`src/hdl/bfpix_pkg.sv`:
```
// Shared types, register codes, reset values and helper functions for the
// bitfield pixel to BGRA converter. No dependencies.
package bfpix_pkg;

  localparam int WORD_W    = 32;
  localparam int CHAN_W    = 8;
  localparam int POS_W     = 6;
  localparam int INDEX_W   = 3;
  localparam int NUM_CHAN  = 4;
  localparam int PIPE_DEPTH = 7;

  localparam logic [INDEX_W-1:0] REG_MASK_RED   = 3'd0;
  localparam logic [INDEX_W-1:0] REG_MASK_GREEN = 3'd1;
  localparam logic [INDEX_W-1:0] REG_MASK_BLUE  = 3'd2;
  localparam logic [INDEX_W-1:0] REG_MASK_ALPHA = 3'd3;
  localparam logic [INDEX_W-1:0] REG_PIXEL_MODE = 3'd4;

  localparam logic [1:0] CH_RED   = 2'd0;
  localparam logic [1:0] CH_GREEN = 2'd1;
  localparam logic [1:0] CH_BLUE  = 2'd2;
  localparam logic [1:0] CH_ALPHA = 2'd3;

  localparam logic [WORD_W-1:0] RESET_MASK_RED   = 32'h00FF_0000;
  localparam logic [WORD_W-1:0] RESET_MASK_GREEN = 32'h0000_FF00;
  localparam logic [WORD_W-1:0] RESET_MASK_BLUE  = 32'h0000_00FF;
  localparam logic [WORD_W-1:0] RESET_MASK_ALPHA = 32'hFF00_0000;

  localparam logic MODE_PACKED = 1'b0;
  localparam logic MODE_MASKED = 1'b1;

  localparam logic [CHAN_W-1:0] OPAQUE     = 8'hFF;
  localparam logic [CHAN_W-1:0] CHAN_EMPTY = 8'h00;

  typedef struct packed {
    logic [WORD_W-1:0] mask;
    logic [POS_W-1:0]  shift;
    logic [POS_W-1:0]  width;
    logic [WORD_W-1:0] maxv;
    logic [WORD_W-1:0] half;
    logic [WORD_W-1:0] recip;
    logic              empty;
    logic              full_byte;
  } chan_cfg_t;

  // Position of the lowest set bit; 32 for a zero word.
  function automatic logic [POS_W-1:0] trail_zeros(input logic [WORD_W-1:0] x);
    logic [WORD_W-1:0] low;
    logic [POS_W-1:0]  pos;
    low = x & (~x + 32'd1);
    pos = '0;
    for (int i = 0; i < WORD_W; i++) begin
      if (low[i]) begin
        pos = pos | POS_W'(i);
      end
    end
    if (x == '0) begin
      pos = 6'd32;
    end
    return pos;
  endfunction

  // floor(2^32 / (2^width - 1)), saturated to all ones for a one-bit field.
  function automatic logic [WORD_W-1:0] recip_of_width(input logic [POS_W-1:0] width);
    logic [WORD_W-1:0] r;
    int                pos;
    r = '0;
    if (width != '0) begin
      for (int k = 1; k <= WORD_W; k++) begin
        pos = WORD_W - k * int'(width);
        if (pos >= 0) begin
          r[pos[4:0]] = 1'b1;
        end
      end
    end
    return r;
  endfunction

endpackage

```
`src/hdl/bfpix_chan.sv`:
```
// One channel datapath: mask, shift, rescale to 0..255 through a reciprocal multiply with a one-step remainder
// correction; an empty mask gives empty_fill and an 8-bit field passes unscaled. Depends on bfpix_pkg.
module bfpix_chan (
  input  logic                             clk,
  input  logic [bfpix_pkg::WORD_W-1:0]     word,
  input  bfpix_pkg::chan_cfg_t             cfg,
  input  logic [bfpix_pkg::CHAN_W-1:0]     empty_fill,
  output logic [bfpix_pkg::CHAN_W-1:0]     result
);

  logic [bfpix_pkg::WORD_W-1:0]   masked;
  logic [bfpix_pkg::WORD_W-1:0]   raw;
  logic [bfpix_pkg::WORD_W-1:0]   biased;
  logic [bfpix_pkg::WORD_W-1:0]   biased_d;
  logic [2*bfpix_pkg::WORD_W-1:0] prod;
  logic [bfpix_pkg::WORD_W+1:0]   rem;
  logic [bfpix_pkg::CHAN_W-1:0]   quot_lo;
  logic [bfpix_pkg::CHAN_W-1:0]   raw_lo4;
  logic [bfpix_pkg::CHAN_W-1:0]   raw_lo5;
  logic [bfpix_pkg::CHAN_W-1:0]   raw_lo6;
  logic [bfpix_pkg::WORD_W-1:0]   quot_est;

  assign quot_est = prod[2*bfpix_pkg::WORD_W-1:bfpix_pkg::WORD_W];

  always_ff @(posedge clk) begin
    masked   <= word & cfg.mask;
    raw      <= masked >> cfg.shift;
    biased   <= (raw << 8) - raw + cfg.half;
    raw_lo4  <= raw[bfpix_pkg::CHAN_W-1:0];
    prod     <= 64'(biased) * 64'(cfg.recip);
    biased_d <= biased;
    raw_lo5  <= raw_lo4;
    rem      <= 34'(biased_d) + 34'(quot_est) - (34'(quot_est) << cfg.width);
    quot_lo  <= quot_est[bfpix_pkg::CHAN_W-1:0];
    raw_lo6  <= raw_lo5;
    if (cfg.empty) begin
      result <= empty_fill;
    end else if (cfg.full_byte) begin
      result <= raw_lo6;
    end else begin
      result <= quot_lo + 8'(rem >= 34'(cfg.maxv));
    end
  end

endmodule

```
`config.mk`:
```
export PLATFORM = sky130hd
export DESIGN_NAME = bfpix_chan
export DESIGN_NICKNAME = d
export VERILOG_FILES = /design/src/hdl/bfpix_pkg.sv /design/src/hdl/bfpix_chan.sv
export SDC_FILE = /design/constraint.sdc
export NUM_CORES = 2
export LEC_CHECK = 0
export BUFFER_PORTS_ARGS = -buffer_cell sky130_fd_sc_hd__buf_2
export CELL_PAD_IN_SITES_DETAIL_PLACEMENT = 0
export CELL_PAD_IN_SITES_GLOBAL_PLACEMENT = 1
export CORE_ASPECT_RATIO = 2
export CORE_MARGIN = 10
export CORE_UTILIZATION = 46
export DETAILED_ROUTE_END_ITERATION = 6
export PLACE_DENSITY = 0.77
export RECOVER_POWER = 25
export SLEW_MARGIN = 5
export SYNTH_ARGS = -nofsm -noshare
export SYNTH_HDL_FRONTEND = slang
export SYNTH_SLANG_ARGS = --single-unit
```
`constraint.sdc`:
```
create_clock -name clk -period 9 [get_ports clk]
set_clock_uncertainty 0.05 [all_clocks]
set_input_delay 1.8 -clock clk [delete_from_list [all_inputs] [get_ports clk]]
set_output_delay 1.8 -clock clk [all_outputs]
set_load 0.02 [all_outputs]
```
==> impl_metrics.yaml <==
timing:
  max_slew_margin_pct: -22.4
  finalSetupViolations: 0
  max_freq_mhz: 114
  worst_slew_pin_slew_ps: 1840
  final-hold-violation-count: 0
  finalCritPeriodShare_pct: 97.5
  drv_slew: 238
  period_needed_ps: 8780
  rsz0062_at_grt: "true"
finish:
  nNetsFinal: 6793
  final_area_mm2: 0.0508
  fillCellCount: 9782
  syn2layout_area_growth_pct: 9.12
  drive_above_1_share_pct: 9.57
clock_tree:
  htreeDepth: 1
  cts_buffer_depth: 3
  clk_latency_ps: 610
  cts_made_buffers: 24
  cts_tree: "done"
  clk_pin_slew_ps: 70
  post_cts_buffers: 0
  clock-root-buffer: "clkbuf_16"
  cts_hold_buf: 0
  numClockSinks: 234
setup_path:
  cp-startpoint: "cfg[16]"
  start_kind: "primary input"
  rrSetupSlack_ps: 290
  critical_path.endpoint: "prod[45]$_DFF_P_"
  end_kind: "flip-flop"
  crit_type: "in2reg"
  cp.required_ps: 9440
  cpPeakStageDelay_ps: 570
  regToRegEndpoint: "prod[45]$_DFF_P_"
  worstPathMaxFanout: 21
  worst_r2r_path_depth: 27
  cp_slowest_cell: "fa_1"
  cpMostUsedCell: "fa_1"
  rr_startpoint: "biased[15]$_DFF_P_"
  arrival_ps: 9220
placed_design:
  gp_congestion: 0.941
  placed_cell_area_mm2: 0.0499
  place_hpwl_um: 118000
  io_buffers: 190
global_routing:
  antenna_found_initial: 13
  grt_start_max_net_pins: 53
  grtUsageTotal_pct: 24.3
  grt_first_pass_wirelength_um: 215000
  gr-total-overflow: 0
  grt_pass1_vias: 39300
synthesis:
  ys_ff_latch: 234
  synth_most_common_cell: "inv_1"
  synth.avg_cell_area_um2: 9.10
  yosysTopAreaCellShare_pct: 40.9
  ys_seq_area_share_pct: 10.1
  synth.area.top_cells: "fa_1 41%, dfxtp_1 10%, ha_1 9.8%"
  netlist_area_mm2: 0.0466
  synth_top_area_cell: "fa_1"
  synth_edf_count: 0
  yosysWarnings: 0
  synth_top_flop_cell: "dfxtp_1"
  synth_nets: 6617
  synth_cell_types: 73
  ys_top_cells_by_count: "1131 x inv_1, 951 x fa_1, 649 x and2_1, 541 x nand2_1, 366 x ha_1"
  synth-async-reset-ratio_pct: 0
  netlist_instances: 5117
routing:
  wl_per_cell_um: 20.7
  viasPerCell: 5.25
  wirelength_um: 138000
  drtPass1Iterations: 5
  drt_iter0_drc: 1472
  vias: 34900
  ant_nets: 0
  drc: 0
floorplan:
  dieArea_mm2: 0.115
  die_height_um: 470
  core_area_mm2: 0.101
  start_util_pct: 46.2
  rows: 165
  io_pins: 191
  die_w_um: 245
status:
  violations: "max-capacitance violations, max-slew violations"
  status: "finished with violations"
min_path:
  min_path_type: "reg2reg"
flow_run:
  drv_cap: 11
==> stage by stage <==
stage                     util (%)  instances  setup TNS (ps)  setup WS, ps  hold slack (ps)
final                         50.4       6647               0           224              283
after global routing          50.4       6646           -37.5         -13.4              292
after CTS                     50.4       6646               0          5.04              285
after detailed placement      49.6       6603          -10410          -599              268
after global placement        49.6       6603           -8420          -517              262
after floorplan                  -       5117               0           170              260
==> critical path: cells and delay by family <==
family | cells | cell delay, ps
adders and majority gates | 9 | 4090
AOI/OAI and AO/OA | 10 | 2000
xor gates and xnor gates | 1 | 130
and+or+nand+nor | 2 | 260
buffers and inverters | 7 | 860
==> layout make-up <==
cell class	instances	area, um^2	area share, %
tap	1336	1670	3.29
multi-input combinational	3499	36700	72.3
timing repair buffer	400	2620	5.15
sequential	234	4690	9.22
antenna	1	2.50	0.00492
inverter	1134	4260	8.38
clock buffer	31	657	1.29
clock inverter	12	176	0.347
==> how the worst min path moves through the flow <==
| stage | slack (ps) | startpoint | depth (start not counted) | to |
|---|---|---|---|---|
| after floorplan | 260 | raw_lo4[0]$_DFF_P_ | 0 | raw_lo5[0]$_DFF_P_ |
| after detailed placement | 270 | raw_lo5[1]$_DFF_P_ | 0 | raw_lo6[1]$_DFF_P_ |
| final | 280 | raw_lo5[1]$_DFF_P_ | 0 | raw_lo6[1]$_DFF_P_ |
| after global placement | 260 | raw_lo5[5]$_DFF_P_ | 0 | raw_lo6[5]$_DFF_P_ |
| after global routing | 290 | raw_lo4[7]$_DFF_P_ | 0 | raw_lo5[7]$_DFF_P_ |
| after CTS | 280 | raw_lo5[1]$_DFF_P_ | 0 | raw_lo6[1]$_DFF_P_ |
==> cell usage in the layout (no fill, tap or decap), types with 17 or more instances in the layout <==
master / synthesis / layout
fa_1: 951 / 949
nor2_1: 149 / 149
nand4_1: 29 / 29
nor3_1: 20 / 20
buf_4: 0 / 185
nand2b_1: 17 / 17
clkbuf_16: 0 / 24
dfxtp_1: 234 / 233
nand2_1: 541 / 541
nor2b_1: 29 / 29
buf_2: 0 / 177
clkbuf_1: 238 / 23
o21a_1: 17 / 17
a211oi_1: 25 / 24
nand3_1: 26 / 26
and2_1: 649 / 649
xor2_1: 36 / 36
mux2i_1: 44 / 44
a21o_1: 75 / 75
a21oi_1: 175 / 174
inv_1: 1131 / 1131
o21ai_0: 84 / 83
ha_1: 366 / 364
xnor2_1: 66 / 66
mux4_2: 38 / 38
==> cell families (layout without fill, tap and decap cells) <==
family	Yosys count	count (layout)	synth area share, %
compound gates	473	473	6.46
other cells	0	1	0
xor+xnor	102	102	1.92
buf+inv	1384	1577	11.2
simple gates	1510	1510	16.5
fa+ha+maj	1317	1317	50.7
mux	97	97	3.15
flops	234	234	10.1
==> registers in the layout, indices dropped and copies added, names as in the netlist, 32 cells and up <==
signal / cells
rem: 34
biased: 32
biased_d: 32
masked: 32
prod: 32
raw: 32
==> timing repair <==
action,in CTS,in global routing
resized for setup,1,40
setup endpoints to repair,4,19
pin swaps,0,3
endpoints found under the hold margin,0,0
==> per-layer routing <==
metal / vias up / wire length (um) / track usage (%)
met5: - / 133 / 0
met4: 20 / 10000 / 15.2
met3: 468 / 5740 / 3.06
met2: 1044 / 75600 / 46.4
met1: 17600 / 46100 / 24.1
li1: 15700 / - / -
Power is left out: the tool's default activity adds up to more than one toggle a clock period on the data nets, which glitch-free logic cannot reach.
