==> src/hdl/bfpix_pkg.sv <==
// Shared types, register codes, reset values and helper functions for the
// bitfield pixel to BGRA converter. No dependencies.
package bfpix_pkg;

  localparam int WORD_W    = 32;
  localparam int CHAN_W    = 8;
  localparam int POS_W     = 6;
  localparam int INDEX_W   = 3;
  localparam int NUM_CHAN  = 4;
  localparam int PIPE_DEPTH = 7;

  localparam logic [INDEX_W-1:0] REG_MASK_RED   = 3'd0;
  localparam logic [INDEX_W-1:0] REG_MASK_GREEN = 3'd1;
  localparam logic [INDEX_W-1:0] REG_MASK_BLUE  = 3'd2;
  localparam logic [INDEX_W-1:0] REG_MASK_ALPHA = 3'd3;
  localparam logic [INDEX_W-1:0] REG_PIXEL_MODE = 3'd4;

  localparam logic [1:0] CH_RED   = 2'd0;
  localparam logic [1:0] CH_GREEN = 2'd1;
  localparam logic [1:0] CH_BLUE  = 2'd2;
  localparam logic [1:0] CH_ALPHA = 2'd3;

  localparam logic [WORD_W-1:0] RESET_MASK_RED   = 32'h00FF_0000;
  localparam logic [WORD_W-1:0] RESET_MASK_GREEN = 32'h0000_FF00;
  localparam logic [WORD_W-1:0] RESET_MASK_BLUE  = 32'h0000_00FF;
  localparam logic [WORD_W-1:0] RESET_MASK_ALPHA = 32'hFF00_0000;

  localparam logic MODE_PACKED = 1'b0;
  localparam logic MODE_MASKED = 1'b1;

  localparam logic [CHAN_W-1:0] OPAQUE     = 8'hFF;
  localparam logic [CHAN_W-1:0] CHAN_EMPTY = 8'h00;

  typedef struct packed {
    logic [WORD_W-1:0] mask;
    logic [POS_W-1:0]  shift;
    logic [POS_W-1:0]  width;
    logic [WORD_W-1:0] maxv;
    logic [WORD_W-1:0] half;
    logic [WORD_W-1:0] recip;
    logic              empty;
    logic              full_byte;
  } chan_cfg_t;

  // Position of the lowest set bit; 32 for a zero word.
  function automatic logic [POS_W-1:0] trail_zeros(input logic [WORD_W-1:0] x);
    logic [WORD_W-1:0] low;
    logic [POS_W-1:0]  pos;
    low = x & (~x + 32'd1);
    pos = '0;
    for (int i = 0; i < WORD_W; i++) begin
      if (low[i]) begin
        pos = pos | POS_W'(i);
      end
    end
    if (x == '0) begin
      pos = 6'd32;
    end
    return pos;
  endfunction

  // floor(2^32 / (2^width - 1)), saturated to all ones for a one-bit field.
  function automatic logic [WORD_W-1:0] recip_of_width(input logic [POS_W-1:0] width);
    logic [WORD_W-1:0] r;
    int                pos;
    r = '0;
    if (width != '0) begin
      for (int k = 1; k <= WORD_W; k++) begin
        pos = WORD_W - k * int'(width);
        if (pos >= 0) begin
          r[pos[4:0]] = 1'b1;
        end
      end
    end
    return r;
  endfunction

endpackage

==> src/hdl/bfpix_cfg.sv <==
// Configuration registers and per-channel mask decode (shift, width,
// divisor and reciprocal). Depends on bfpix_pkg.
module bfpix_cfg (
  input  logic                                clk,
  input  logic                                rst,
  input  logic                                cfg_we,
  input  logic [bfpix_pkg::INDEX_W-1:0]       cfg_index,
  input  logic [bfpix_pkg::WORD_W-1:0]        cfg_data,
  output bfpix_pkg::chan_cfg_t                chan_cfg [bfpix_pkg::NUM_CHAN],
  output logic                                pixel_mode
);

  logic [bfpix_pkg::WORD_W-1:0] mask_red;
  logic [bfpix_pkg::WORD_W-1:0] mask_green;
  logic [bfpix_pkg::WORD_W-1:0] mask_blue;
  logic [bfpix_pkg::WORD_W-1:0] mask_alpha;
  logic [bfpix_pkg::WORD_W-1:0] mask_vec [bfpix_pkg::NUM_CHAN];

  logic [bfpix_pkg::POS_W-1:0]  shift    [bfpix_pkg::NUM_CHAN];
  logic [bfpix_pkg::POS_W-1:0]  run_top  [bfpix_pkg::NUM_CHAN];
  logic [bfpix_pkg::POS_W-1:0]  width    [bfpix_pkg::NUM_CHAN];
  logic [bfpix_pkg::WORD_W-1:0] maxv     [bfpix_pkg::NUM_CHAN];
  logic [bfpix_pkg::WORD_W-1:0] half     [bfpix_pkg::NUM_CHAN];
  logic [bfpix_pkg::WORD_W-1:0] recip    [bfpix_pkg::NUM_CHAN];
  logic                         empty    [bfpix_pkg::NUM_CHAN];
  logic                         full_byte[bfpix_pkg::NUM_CHAN];

  always_ff @(posedge clk) begin
    if (rst) begin
      mask_red   <= bfpix_pkg::RESET_MASK_RED;
      mask_green <= bfpix_pkg::RESET_MASK_GREEN;
      mask_blue  <= bfpix_pkg::RESET_MASK_BLUE;
      mask_alpha <= bfpix_pkg::RESET_MASK_ALPHA;
      pixel_mode <= bfpix_pkg::MODE_MASKED;
    end else if (cfg_we) begin
      case (cfg_index)
        bfpix_pkg::REG_MASK_RED:   mask_red   <= cfg_data;
        bfpix_pkg::REG_MASK_GREEN: mask_green <= cfg_data;
        bfpix_pkg::REG_MASK_BLUE:  mask_blue  <= cfg_data;
        bfpix_pkg::REG_MASK_ALPHA: mask_alpha <= cfg_data;
        bfpix_pkg::REG_PIXEL_MODE: pixel_mode <= cfg_data[0];
        default: ;
      endcase
    end
  end

  always_comb begin
    mask_vec[bfpix_pkg::CH_RED]   = mask_red;
    mask_vec[bfpix_pkg::CH_GREEN] = mask_green;
    mask_vec[bfpix_pkg::CH_BLUE]  = mask_blue;
    mask_vec[bfpix_pkg::CH_ALPHA] = mask_alpha;
  end

  // First decode level: field start and the bit just above the lowest run.
  always_ff @(posedge clk) begin
    for (int c = 0; c < bfpix_pkg::NUM_CHAN; c++) begin
      shift[c]   <= bfpix_pkg::trail_zeros(mask_vec[c]);
      run_top[c] <= bfpix_pkg::trail_zeros(mask_vec[c] +
                                           (mask_vec[c] & (~mask_vec[c] + 32'd1)));
    end
  end

  // Second decode level: run width, the divisor it implies, its half and reciprocal, and the empty and full-byte flags.
  always_ff @(posedge clk) begin
    logic [bfpix_pkg::POS_W-1:0]  wdiff;
    logic [bfpix_pkg::WORD_W:0]   ones;
    for (int c = 0; c < bfpix_pkg::NUM_CHAN; c++) begin
      wdiff        = run_top[c] - shift[c];
      ones         = (33'd1 << wdiff) - 33'd1;
      width[c]     <= wdiff;
      maxv[c]      <= ones[bfpix_pkg::WORD_W-1:0];
      half[c]      <= {1'b0, ones[bfpix_pkg::WORD_W-1:1]};
      recip[c]     <= bfpix_pkg::recip_of_width(wdiff);
      empty[c]     <= (shift[c] == 6'd32);
      full_byte[c] <= (wdiff == 6'd8);
    end
  end

  always_comb begin
    for (int c = 0; c < bfpix_pkg::NUM_CHAN; c++) begin
      chan_cfg[c].mask      = mask_vec[c];
      chan_cfg[c].shift     = shift[c];
      chan_cfg[c].width     = width[c];
      chan_cfg[c].maxv      = maxv[c];
      chan_cfg[c].half      = half[c];
      chan_cfg[c].recip     = recip[c];
      chan_cfg[c].empty     = empty[c];
      chan_cfg[c].full_byte = full_byte[c];
    end
  end

endmodule

==> config.mk <==
export PLATFORM = sky130hd
export DESIGN_NAME = bfpix_cfg
export DESIGN_NICKNAME = d
export VERILOG_FILES = /design/src/hdl/bfpix_pkg.sv /design/src/hdl/bfpix_cfg.sv
export SDC_FILE = /design/constraint.sdc
export NUM_CORES = 1
export LEC_CHECK = 0
export BUFFER_PORTS_ARGS = -buffer_cell sky130_fd_sc_hd__buf_2
export CELL_PAD_IN_SITES_DETAIL_PLACEMENT = 1
export CELL_PAD_IN_SITES_GLOBAL_PLACEMENT = 1
export CORE_MARGIN = 2
export CORE_UTILIZATION = 40
export DETAILED_ROUTE_END_ITERATION = 10
export GPL_TIMING_DRIVEN = 0
export PLACE_DENSITY_LB_ADDON = 0.1
export SLEW_MARGIN = 20
export SYNTH_ARGS = -nofsm -noshare
export SYNTH_HDL_FRONTEND = slang
export SYNTH_SLANG_ARGS = --single-unit
==> constraint.sdc <==
create_clock -name clk -period 25.6 [get_ports clk]
set_input_delay 3.84 -clock clk [delete_from_list [all_inputs] [get_ports clk]]
set_output_delay 3.84 -clock clk [all_outputs]
set_load 0.01 [all_outputs]
==> impl_results.md, run 1 <==
- Synthesized instance count: 7961
- Layout cells sized above 1: between 10% and 20%
- Worst EP required: ~26000 ps
- Largest net degree at the start of global routing: 31
- Vias per cell: approximately 6
- CP delay by family, top: simple AND/OR/NAND/NOR gates
- Postcts setup bufs: 0
- Die Wd: slightly below 400 um
- Hold path depth: 2
- Final Hold Viols: 0
- Crit path depth: 26
- Crit-path most repeated cell: inv_1
- Startpoint types: register
- Drt pass-1 iters: 6
- Clk Tree Root Cell: clkbuf_16
- Final setup vio count: 0
- Starting DRC count in detailed routing: about 4900
- CTS Buf Count: 56
- Crit Path Class: reg -> reg
- Core Area: 154000 um2
- Top cell type's share of synthesized area: 19.5%
- Row count: roughly 140
- DR vias: between 60000 and 70000
- Initial antenna violation count: 10
- Placer Congestion: ~1
- Final setup TNS: 0 ps
- Measured slew at the worst slew-check pin: around 1200 ps
- Worst path max stage delay: ~800 ps
- # hold bufs at CTS: 0
- Vias in the first global route: 64300
- DRC viols: 0
- Fill count: 19100
- Htree depth: 2
- Worst setup EP type: register
- Detail Placement HPWL: roughly 230 mm
- Period utilisation layout: between 30% and 40%
- CP Max Fanout: 26
- Setup Skew: between 30 and 40 ps
- CTS tree: done
- Synthesized area per cell: ~8 um2
- Ys async rst share: 0%
- Hold crit path type: reg -> reg
- All-Layer GR Usage: 34.1%
- Area grow syn2layout: 13.3%
- Cts repair resizes: 0
- Crit path DAT: a little under 10000 ps
- Fin crit period: just over 9000 ps
- Initial Utilization: between 40% and 50%
- Register clock-pin slew on the reported worst setup and hold paths: ~70 ps
- Number of cells on the worst reg-to-reg path: 26
- Number of top-level pins: 607
- Sequential fraction of the synthesis area: about 15%
- CP bufs+invs: 6
- Die H: 398 um
- Largest area contributor in the netlist: ha_1
- DR WL/cell: between 20 and 30 um
- Post-synth EDFFs: 0
- Yosys warns: 0
- DRT Wirelength: 279 mm
- Clock Path Buffers: 3
- Global route overflow: 0
- CTS Sinks: 465
- Count of different cell masters after synthesis: 110
- Clock insertion delay at the later pin of the skew report: 690 ps
- Yosys reg bits: roughly 470
- Post-route antenna net violation count: 0
- Ys flop type: dfxtp_1
- Post-Syn Area: around 62000 um2
- Worst slew margin: between 20% and 30%
- Final #Nets: 9981
- Area contributors post-synth: ha_1 (19%), dfxtp_1 (15%), fa_1 (10%), inv_1 (5.1%), nand2_1 (5.0%)
- Max cap viols: 0
- Die ar.: between 150000 and 200000 um2
- First-pass GRT wire length: a little over 400 mm
- Status: finished clean
- Max Freq: around 110 MHz
- Port Buffers: 601
- RSZ-0062 raised after global routing: false
- Final Max Tran Viols: 0
- CP max-delay cell: nor2_2
layout by cell type (no fill, tap or decap), drive strengths merged, types with 170 or more instances in the layout:
cell type  netlist  final
ha             967    967
inv            852    857
nand2          826    826
buf            173    804
nor2           620    620
a21oi          473    473
dfxtp          465    465
o21ai          380    380
clkbuf         274    349
fa             323    323
nor3           196    196
nand3          194    194
xnor2          170    170
metrics by stage:
step	setup WS, ps	util [%]	cells	area (um2)	hold slack [ps]
2_1_floorplan	16920	-	7964	62100	512
3_3_place_gp	12010	43.9	10600	67700	462
3_5_place_dp	16370	44.4	10600	68400	472
4_1_cts	16290	45.7	10700	70400	491
5_1_grt	16150	45.7	10700	70400	534
6_report	16350	45.7	10700	70400	492
state kept, by name, summed over array words and instances, names as in the netlist:
signal and count:
empty 4, full_byte 4, half 122, mask_alpha 32, mask_blue 32, mask_green 32
mask_red 32, maxv 6, pixel_mode 1, recip 128, run_top 24, shift 24
width 24
routing by layer:
metal	share of wire, %	track usage, %	vias to the layer above
met1	45	46.7	32200
met3	6.4	4.07	415
li1	-	-	29300
met5	0	0	-
met2	45	54.8	2397
met4	4.0	12.3	0
area by class of cell:
type / count / area (um2) / share of cell area (%)
sequential: 465 / 9310 / 13.2
tap: 2044 / 2560 / 3.63
antenna: 4 / 10.0 / 0.0142
timing repair buffer: 631 / 3590 / 5.10
multi-input combinational: 6183 / 47500 / 67.5
inverter: 869 / 3270 / 4.64
clock buffer: 75 / 1560 / 2.22
clock inverter: 26 / 345 / 0.491
buffer: 447 / 2260 / 3.21
worst paths after layout:
path                            slack, ps   startpoint          end
worst max-delay path                16350  shift[1][1]  recip[1][2]
worst min register to register        490   pixel_mode   pixel_mode
worst min-delay path                  490   pixel_mode   pixel_mode
worst max register to register      16350  shift[1][1]  recip[1][2]
tightest hold or removal path: stages, from the launching register on:
cell      delay, ps
dfxtp_1         330
mux2i_1          70
nand2b_1         60
cell usage after synthesis, types with 32 or more instances:
master	number
buf_4	137
or2_2	65
nand3_1	194
nor3_1	192
o32ai_1	32
and2_1	67
a21o_1	100
nand2_1	826
a21oi_1	470
xor2_1	99
fa_1	323
xnor2_1	169
nand3b_1	50
o211ai_1	77
or3_1	52
clkbuf_1	274
nor2b_1	112
dfxtp_1	465
o21ai_0	372
a32oi_1	37
o21a_1	55
nand2b_1	100
and3_1	55
nor4_1	83
nor2_1	619
o22ai_1	80
a211oi_1	78
o31ai_1	37
a31oi_1	86
a22oi_1	90
inv_1	849
nand4_1	74
ha_1	967
cells by family (layout without fill, tap and decap cells):
| kind of cell | count (synthesis) | count (layout) | share of synthesized area (%) |
|---|---|---|---|
| xor+xnor | 275 | 275 | 4.02 |
| compound gates | 1970 | 1970 | 21.3 |
| other cells | 1 | 8 | 0.00604 |
| flops | 465 | 465 | 15.0 |
| simple gates | 2617 | 2617 | 20.4 |
| buf+inv | 1316 | 2048 | 8.86 |
| fa+ha+maj | 1292 | 1292 | 29.9 |
| mux | 25 | 25 | 0.409 |
Power of run 1 is not shown: default switching activity piles up to over one toggle a cycle in this logic, so the estimate is an artifact.
==> run 2: changes to the inputs <==
==> constraint.sdc (replaced) <==
create_clock -name clk -period 7.6 [get_ports clk]
set_input_delay 1.14 -clock clk [delete_from_list [all_inputs] [get_ports clk]]
set_output_delay 1.14 -clock clk [all_outputs]
set_load 0.01 [all_outputs]
==> impl_results.md, run 2 (synthesized netlist as in run 1, its figures left out) <==
- Clk Tree Root Cell: clkbuf_16
- CTS tree: done
- Detail Placement HPWL: 243 mm (+5.6%)
- DR WL/cell: 27.4 um (+5.5%)
- Final setup TNS: 0 ps (unchanged)
- Register clock-pin slew on the reported worst setup and hold paths: 70 ps (about the same)
- Commonest non-fill, non-tap cell in the layout: ha_1
- Worst EP required: 8200 ps (-17910 ps)
- Worst slew margin: 22.0% (+1.8 points)
- Row count: 144 (unchanged)
- Crit path DAT: 8040 ps (-1720 ps)
- Max Freq: 134 MHz (+24%)
- Largest registers: recip: 128 flops, half: 122 flops
- Fill count: 19100 (-0.49%)
- Final setup vio count: 0 (unchanged)
- Starting DRC count in detailed routing: 4888 (-1.2%)
- Area grow syn2layout: 14.8%
- All-Layer GR Usage: 36.2% (+2.1 points)
- Htree depth: 2 (unchanged)
- Placer Congestion: 0.986 (-1.5%)
- Max reg flops: 128 (unchanged)
- Clock Path Buffers: 3 (unchanged)
- DRT Wirelength: 296 mm (+6.0%)
- Final Max Tran Viols: 0 (unchanged)
- Max cap viols: 0 (unchanged)
- Vias in the first global route: 65500 (+1.8%)
- Layout cells sized above 1: 13.4% (+1.2 points)
- Fin crit period: 7440 ps (-1810 ps)
- Hold crit path type: reg -> reg
- Die ar.: 158000 um2 (unchanged)
- Core Area: 154000 um2 (unchanged)
- Clock insertion delay at the later pin of the skew report: 720 ps (+30 ps)
- Drt pass-1 iters: 7 (+1)
- Worst setup EP type: register
- CTS Buf Count: 56 (unchanged)
- Setup Skew: 56.0 ps (+21.7 ps)
- Status: finished clean
- # hold bufs at CTS: 0 (unchanged)
- DRC viols: 0 (unchanged)
- CP Max Fanout: 23 (-12%)
- Largest register by flop count: recip
- DR vias: 64800 (+0.69%)
- Final #Nets: 10000 (+0.45%)
- Die H: 398 um (unchanged)
- Vias per cell: 6.00 (+0.22%)
- Number of top-level pins: 607 (unchanged)
- Initial Utilization: 40.3% (unchanged)
- Global route overflow: 0 (unchanged)
- Startpoint types: register
- Period utilisation layout: 97.9% (+62 points)
- Post-route antenna net violation count: 0 (unchanged)
- Initial antenna violation count: 22 (+12)
- Measured slew at the worst slew-check pin: 1160 ps (-35.9 ps)
- CTS Sinks: 465 (unchanged)
- Final Hold Viols: 0 (unchanged)
- Largest net degree at the start of global routing: 30 (-3.2%)
- Die Wd: 398 um (unchanged)
- First-pass GRT wire length: 433 mm (+4.7%)
- Crit Path Class: reg -> reg
- Most frequent cells in the layout: ha_1 (958), inv_1 (838), nand2_1 (826), buf_2 (620), nor2_1 (614)
- Final hold slack: 562 ps (+70.8 ps)
- Port Buffers: 601 (unchanged)
[run 2: cell count changes in the layout (fill, tap and decap cells not counted), moves of 5 or more]
cell        delta
buf_4         +50
clkbuf_1      -12
inv_1         -10
ha_1           -8
ha_2           +8
clkinv_1       -7
diode_2        +7
clkinv_4       +6
clkinvlp_4     +6
buf_6          -5
[run 2: final cells by class]
class	count	area [um2]	share of cell area [%]
clock inverters	29	425	0.597
diodes	11	27.5	0.0386
inverters	869	3330	4.67
well taps	2044	2560	3.59
repair buffers	681	4060	5.69
flip-flops and latches	465	9310	13.1
clock buffers	70	1510	2.12
multi-input cells	6183	47800	67.0
plain buffers	442	2290	3.21
[run 2: critical path: stages, from the launching register on]
cell,delay (ps)
dfxtp_1,520
ha_1,240
inv_1,60
fa_2,720
inv_1,600
ha_1,550
buf_1,600
clkbuf_1,480
nand2b_1,140
fa_1,420
nor2b_1,150
o21a_1,120
o21ai_0,90
a211o_1,380
o31ai_1,750
a311oi_1,340
o221ai_1,500
nor2_1,120
a21o_1,220
a21oi_1,270
[run 2: per-stage QoR]
step / utilization [%] / instance area, um2 / instances / setup slack (ps)
5_1_grt: 46.3 / 71300 / 10800 / -37.3
2_1_floorplan: - / 62100 / 7964 / 29.1
6_report: 46.3 / 71300 / 10800 / 160
3_3_place_gp: 43.9 / 67700 / 10600 / -4230
3_5_place_dp: 44.5 / 68500 / 10600 / -1810
4_1_cts: 46.0 / 70800 / 10800 / -10.4
[run 2: path summary, 6_finish.rpt]
check / startpoint / endpoint / slack [ps] / cells past startpoint
min: shift[3][5] / empty[3] / 560 / 1
min reg2reg: shift[3][5] / empty[3] / 560 / 1
max: shift[1][0] / recip[1][8] / 160 / 19
max reg2reg: shift[1][0] / recip[1][8] / 160 / 19
[run 2: layer usage]
| layer | global-route usage, % | vias to the layer above | part of all wire, % |
|---|---|---|---|
| li1 | - | 29400 | - |
| met1 | 46.4 | 32400 | 42 |
| met2 | 59.2 | 2428 | 46 |
| met3 | 6.03 | 558 | 6.9 |
| met4 | 16.4 | 4 | 5.1 |
| met5 | 0 | - | 0.0088 |
[run 2: timing repair]
item | 4_1_cts | 5_1_grt
pin swaps | 3 | 4
gates resized for setup | 57 | 58
buffers inserted | 25 | 26
setup endpoints to repair | 126 | 78
Power of run 2 is left out for the same reason.
